**src/matrix_multiply_unit_defines.svh**
```systemverilog
// Assertion macros shared by the matrix multiply unit.
`ifndef MATRIX_MULTIPLY_UNIT_DEFINES_SVH
`define MATRIX_MULTIPLY_UNIT_DEFINES_SVH

// Checks that cons holds in the same cycle whenever ante holds.
`define MMU_ASSERT_SAME(label, clk, rst, ante, cons, msg) \
  label: assert property (@(posedge clk) disable iff (rst) (ante) |-> (cons)) \
    else $error(msg);

// Checks that cons holds in the cycle after ante holds.
`define MMU_ASSERT_NEXT(label, clk, rst, ante, cons, msg) \
  label: assert property (@(posedge clk) disable iff (rst) (ante) |=> (cons)) \
    else $error(msg);

`endif

```
**src/mmu_pkg.sv**
```systemverilog
// Shared types and constants of the matrix multiply unit.
package mmu_pkg;

  localparam int CFG_IDX_W  = 2;
  localparam int CFG_DATA_W = 4;
  localparam int VALUE_W    = 32;
  localparam int OUT_IDX_W  = 3;

  localparam logic [CFG_IDX_W-1:0] REG_ROW_COUNT   = 2'd0;
  localparam logic [CFG_IDX_W-1:0] REG_INNER_COUNT = 2'd1;
  localparam logic [CFG_IDX_W-1:0] REG_COL_COUNT   = 2'd2;

  localparam logic [CFG_DATA_W-1:0] DIM_RESET = 4'd4;

  localparam logic [1:0] OP_WRITE_A = 2'd0;
  localparam logic [1:0] OP_WRITE_B = 2'd1;
  localparam logic [1:0] OP_COMPUTE = 2'd2;

  // Commands from the controller to the datapath.
  typedef struct packed {
    logic wr_a;
    logic wr_b;
    logic rd;
    logic first;
    logic last_k;
    logic last_res;
  } dp_cmd_t;

  // Tag that travels down the datapath pipeline with each product.
  typedef struct packed {
    logic                 valid;
    logic                 first;
    logic                 last_k;
    logic                 last_res;
    logic [OUT_IDX_W-1:0] row;
    logic [OUT_IDX_W-1:0] col;
  } tag_t;

endpackage

```
**src/mmu_ctrl.sv**
```systemverilog
// Controller: configuration registers, command decode and the index sequencer.
module mmu_ctrl #(
  parameter int MAX_DIM = 8,
  parameter int IDX_W   = 3
) (
  input  logic                           clk,
  input  logic                           rst,
  input  logic                           cfg_write,
  input  logic [mmu_pkg::CFG_IDX_W-1:0]  cfg_index,
  input  logic [mmu_pkg::CFG_DATA_W-1:0] cfg_data,
  input  logic                           start,
  input  logic [1:0]                     opcode,
  output logic                           busy,
  output mmu_pkg::dp_cmd_t               cmd,
  output logic [IDX_W-1:0]               idx_row,
  output logic [IDX_W-1:0]               idx_col,
  output logic [IDX_W-1:0]               idx_k
);

  localparam logic ST_IDLE = 1'b0;
  localparam logic ST_RUN  = 1'b1;

  logic                           state;
  logic [mmu_pkg::CFG_DATA_W-1:0] row_count;
  logic [mmu_pkg::CFG_DATA_W-1:0] inner_count;
  logic [mmu_pkg::CFG_DATA_W-1:0] col_count;
  logic [IDX_W-1:0]               rows_m1;
  logic [IDX_W-1:0]               inner_m1;
  logic [IDX_W-1:0]               cols_m1;
  logic [IDX_W-1:0]               j;
  logic [IDX_W-1:0]               i;
  logic [IDX_W-1:0]               k;
  logic                           accept;
  logic                           k_end;
  logic                           i_end;
  logic                           j_end;

  // A count of zero acts as one and a count above MAX_DIM acts as MAX_DIM.
  function automatic logic [IDX_W-1:0] dim_m1(input logic [mmu_pkg::CFG_DATA_W-1:0] v);
    logic [IDX_W-1:0] r;
    if (v == '0) begin
      r = '0;
    end else if (int'(v) > MAX_DIM) begin
      r = IDX_W'(MAX_DIM - 1);
    end else begin
      r = IDX_W'(v - 1'b1);
    end
    return r;
  endfunction

  always_ff @(posedge clk) begin
    if (rst) begin
      row_count   <= mmu_pkg::DIM_RESET;
      inner_count <= mmu_pkg::DIM_RESET;
      col_count   <= mmu_pkg::DIM_RESET;
    end else if (cfg_write) begin
      case (cfg_index)
        mmu_pkg::REG_ROW_COUNT:   row_count   <= cfg_data;
        mmu_pkg::REG_INNER_COUNT: inner_count <= cfg_data;
        mmu_pkg::REG_COL_COUNT:   col_count   <= cfg_data;
        default: ;
      endcase
    end
  end

  assign busy   = (state == ST_RUN);
  assign accept = start && !busy;
  assign k_end  = (k == inner_m1);
  assign i_end  = (i == cols_m1);
  assign j_end  = (j == rows_m1);

  always_ff @(posedge clk) begin
    if (rst) begin
      state <= ST_IDLE;
    end else begin
      case (state)
        ST_IDLE: begin
          if (accept && opcode == mmu_pkg::OP_COMPUTE) begin
            state <= ST_RUN;
          end
        end
        ST_RUN: begin
          if (k_end && i_end && j_end) begin
            state <= ST_IDLE;
          end
        end
        default: state <= ST_IDLE;
      endcase
    end
  end

  // Walks k fastest, then the result column, then the result row.
  always_ff @(posedge clk) begin
    if (state == ST_IDLE) begin
      rows_m1  <= dim_m1(row_count);
      inner_m1 <= dim_m1(inner_count);
      cols_m1  <= dim_m1(col_count);
      j        <= '0;
      i        <= '0;
      k        <= '0;
    end else if (k_end) begin
      k <= '0;
      if (i_end) begin
        i <= '0;
        j <= j + 1'b1;
      end else begin
        i <= i + 1'b1;
      end
    end else begin
      k <= k + 1'b1;
    end
  end

  always_comb begin
    cmd.wr_a     = accept && (opcode == mmu_pkg::OP_WRITE_A);
    cmd.wr_b     = accept && (opcode == mmu_pkg::OP_WRITE_B);
    cmd.rd       = busy;
    cmd.first    = (k == '0);
    cmd.last_k   = k_end;
    cmd.last_res = i_end && j_end;
  end

  assign idx_row = j;
  assign idx_col = i;
  assign idx_k   = k;

endmodule

```
**config.mk**
```make
export PLATFORM = sky130hd
export DESIGN_NAME = mmu_ctrl
export DESIGN_NICKNAME = d
export VERILOG_FILES = /design/src/matrix_multiply_unit_defines.svh /design/src/mmu_pkg.sv /design/src/mmu_ctrl.sv
export SDC_FILE = /design/constraint.sdc
export NUM_CORES = 1
export LEC_CHECK = 0
export BUFFER_PORTS_ARGS = -buffer_cell sky130_fd_sc_hd__buf_4
export CORE_MARGIN = 8
export CORE_UTILIZATION = 55
export CTS_CLUSTER_SIZE = 25
export DETAILED_ROUTE_END_ITERATION = 6
export PLACE_DENSITY_LB_ADDON = 0.3
export SKIP_CTS_REPAIR_TIMING = 1
export SYNTH_ARGS = -nofsm -noshare
export SYNTH_HDL_FRONTEND = slang
export SYNTH_SLANG_ARGS = --single-unit
```
**constraint.sdc**
```tcl
create_clock -name clk -period 2.8 [get_ports clk]
set_input_delay 0.14 -clock clk [delete_from_list [all_inputs] [get_ports clk]]
set_output_delay 0.14 -clock clk [all_outputs]
set_load 0.01 [all_outputs]
```
# [Word level (Yosys, flattened, before mapping)]
# Index checks and enable logic that the tools add are counted.
[word_totals] ff_bits=31 input_bits=12 output_inout_bits=16 word_cells=53
[op_classes] add_sub_neg=6 n_lt_le_gt_ge=3 n_eq_ne=7 mux=7 bitwise=1 n_reduce_logical=19
[op_table] op="$gt 4x4->1 const B" count=3
[op_table] op="$logic_not 4->1" count=3
[op_table] op="$mux 3" count=4
[op_table] op="$add 3x1->3 const B" count=3
[op_table] op="$eq 3x3->1" count=3
[op_table] op="$sub 3x1->3 const B" count=3
[op_table] op="$reduce_and 2->1" count=4
[op_table] op="$logic_and 1x1->1" count=7
[op_table] op="$eq 2x1->1 const B" count=2
[op_table] op="$eq 2x2->1 const B" count=2
[op_table] op="$logic_not 2->1" count=2
[op_table] op="$logic_not 3->1" count=1
[op_table] op="$mux 1" count=2
[op_table] op="$pmux 1 s2" count=1
[op_table] op="$reduce_or 2->1" count=1
[op_table] op="$logic_not 1->1" count=1
[op_table] op="$not 1->1" count=1

# [Longest topological paths before layout]
[depth] ltp_word=5 depth_mapped=6 mapped_depth_nobuf=6

# [Worst setup path after synthesis]
# No wires, ideal clock.
[synth_path] path_type="register -> register" startpoint="register i[0] (netlist: idx_col[0])" endpoint="register state (netlist: busy)" setup_time_ps=153 arrival_ps=1450 required_ps=2647 setup_slack_ps=1197 path_stages_with_launch=5 n_path_buf=0 period_less_slack_ps=1603 cell_sequence="dfxtp_1 xnor2_1 nand3_1 nor4_1 a211oi_1"
[synth_via] elab_chain_len=5
[synth_lines] element="start: declaration" line_no="mmu_ctrl.sv:31" source="logic [IDX_W-1:0] i;"
[synth_lines] element="start signal: assignment" line_no="mmu_ctrl.sv:107" source="i <= i + 1'b1;"
[synth_lines] element="$eq 3x3->1" line_no="mmu_ctrl.sv:69" source="assign i_end = (i == cols_m1);"
[synth_lines] element="$logic_and 1x1->1 (2 in a row)" line_no="mmu_ctrl.sv:83" source="if (k_end && i_end && j_end) begin"
[synth_lines] element="$mux 1" line_no="mmu_ctrl.sv:83"
[synth_lines] element="$pmux 1 s2" line_no="mmu_ctrl.sv:76" source="case (state)"
[synth_lines] element="end signal: assignment" line_no="mmu_ctrl.sv:79" source="state <= ST_RUN;"
[synth_lines] element="end signal: assignment" line_no="mmu_ctrl.sv:84" source="state <= ST_IDLE;"
[synth_lines] element="end signal: assignment" line_no="mmu_ctrl.sv:87" source="default: state <= ST_IDLE;"
[synth_lines] element="end: declaration" line_no="mmu_ctrl.sv:23" source="logic state;"
# Every way passes these cells.
# A chain may end at the register's enable or synchronous reset.

==> run metrics <==
TritonCTS clock tree done; final core utilization around two thirds; Worst Hold Class in -> reg; max cap viols 0; largest net degree at the start of global routing 16; Crit Path Class reg -> out; CTS buffer count 5; most area-hungry cell type in the Yosys netlist dfxtp_1; setup slack after layout around 0.9 ns; DRC 0; Hold Worst Slack between 0.04 and 0.05 ns; Synth top area share slightly below 30%; Finish-stage setup viols 0; Final Critical Period between 1.5 and 2 ns; Worst Path Arrival between 1.5 and 2 ns; Data required, critical path 2.66 ns; sw frac about a quarter; Psw 203.4 µW; # IOs 28; Synth Cell Area approximately 1500 µm²; Post-Syn Area per Cell between 10 and 15 µm²; Core Region 2663 µm²; register area around 710 µm²; Worst R2R Path Depth 4; Final Max Slew Viols 0; Synth area leaders dfxtp_1 (30%), edfxtp_1 (18%), mux2i_1 (6.1%); Setup crit start kind flop; Routed Antenna Nets 0; hpwl dp between 2 and 2.5 mm; Finished Layout Cells between 200 and 250; clock share of power 28.7%; Starting DRT DRC Count between 50 and 60; WL per Instance between 10 and 15 µm; worst skew pair latency 0.32 ns; GRT met2 Usage a little under a quarter; GP Congestion between 0.6 and 0.7; Pwr Density 478.4 nW/µm²; outcome finished clean; async set-reset flop share out of synthesis 0%; number of global-route vias before repair roughly 1100; RSZ-0062 raised after global routing no; die area between 4000 and 5000 µm²; VDD IR max between 0.0004 and 0.0005 V; fmax around 520 MHz; Die Y just under 70 µm; met3 Use GR under 10%; commonest non-fill, non-tap cell in the layout buf_4; via/cell ratio roughly 5.3; area grow syn2layout 18.16%; Final #Nets ~200; Internal around 630 µW; Antenna diodes 0; # fillers 218; share of power burned in registers between 50 and 60%; FP Rows 19; Fin. Hold Viols 0; drt pass-1 iters 6; critical path fanouts, max 7; Seq/Total Area, Yosys ~48%; footprint of the multi-input gates a little under 700 µm²; gr usage total around an eighth; htree depth 2; combinational power share a little under an eighth; CP endpoint kind output port; Fin Clk Skew roughly 0.0040 ns; static leakage 0.7672 nW; number of synthesized flops with an enable pin 9; Via Count about 1100; width of the die 67.90 µm; clock slew at reported path FFs 0.09 ns; FF+latch count, synth 31; Clock Path Buffers 2; GRT busiest layer met2; Cells after DPL about 200; CTS sink cnt 31; GRT overflow 0; Worst Max-Slew Pin Slew between 0.5 and 0.6 ns; share of layout cells above drive strength 1 around a fifth; most frequent cells in the layout buf_4 (27), dfxtp_1 (22), nor2_1 (19), inv_1 (18); Starting Density between 50% and 60%; syn nets ~170; Post-synth top flop dfxtp_1; dpl ws 1.223 ns; met1 usage approximately 14%; Slew headroom 66.52%; number of port buffers 27; Distinct cells, synth 35; initial antenna violation count 0; Register-to-Register Setup Slack roughly 1.3 ns; Tcrit/Tclk final between 60% and 70%; Post-Synthesis Cells between 100 and 150; hold depth 2; Total Wirelength roughly 2.7 mm; TNS Setup 0 ns; Yosys warning total 0; Root Driver clkbuf_4; first-pass GRT wire length 4.678 mm
## cells in the mapped netlist, types with 2 or more instances
library cell / count
dfxtp_1: 22
nor2_1: 19
inv_1: 18
edfxtp_1: 9
mux2i_1: 9
ha_1: 7
nand2_1: 7
a21oi_1: 6
xnor2_1: 6
maj3_1: 4
nand2b_1: 4
a211o_1: 3
a21o_1: 3
xor2_1: 3
buf_4: 2
clkbuf_1: 2
nand3_1: 2
nand3b_1: 2
nor4bb_1: 2
o21ai_0: 2
## layer usage
layer / wire length [µm] / part of all wire [%]
met1: 1166 / 43
met2: 1315 / 49
met3: 186 / 6.9
met4: 36 / 1.3
met5: 0 / 0
## cell families (layout without fill, tap and decap cells)
logic type / Yosys count / in the layout / share of synthesized area (%)
simple gates: 45 / 45 / 16.47
buf+inv: 22 / 53 / 6.081
xor+xnor: 10 / 10 / 6.420
flops: 31 / 31 / 47.97
fa+ha+maj: 11 / 11 / 8.615
mux: 9 / 9 / 6.081
compound gates: 19 / 19 / 8.363
## area by class of cell
cell class	count	area share [%]
clock inverter	1	0.2859
clock buffer	7	2.573
sequential	31	40.60
multi-input combinational	94	38.88
inverter	18	3.860
tap	31	2.216
timing repair buffer	27	11.58
## metrics by stage
stage	total power [mW]	instance area (µm²)
finish	0.8374	1750
global placement	0.6027	1700
global route	0.8780	1750
CTS	0.8426	1750
floorplan	0.5723	1481
detailed placement	0.6087	1700
## worst max-delay path, stage by stage (launching register included)
cell and delay, ns:
edfxtp_1 0.39, xnor2_1 0.20, nand3_1 0.24, nor4_1 0.44
buf_4 0.20
## sequential cells by signal, indices dropped and copies added (netlist names)
name and count:
busy 1, col_count 4, cols_m1 3, idx_col 3, idx_k 3, idx_row 3
inner_count 4, inner_m1 3, row_count 4, rows_m1 3
## power groups by stage
stage	registers, mW	clock network [mW]	logic, mW
floorplan	0.508	0	0.0644
global placement	0.511	0	0.0921
detailed placement	0.512	0	0.0963
CTS	0.502	0.244	0.0969
global route	0.504	0.266	0.107
finish	0.502	0.240	0.0952
## worst paths after layout
| kind | from | to |
|---|---|---|
| worst max-delay path | cols_m1[2] | cmd[0] |
| worst max register to register | cols_m1[2] | busy |
| worst min register to register | idx_k[0] | idx_k[0] |
| worst min-delay path | cfg_data[2] | row_count[2] |
(Power assumes the default switching activity.)
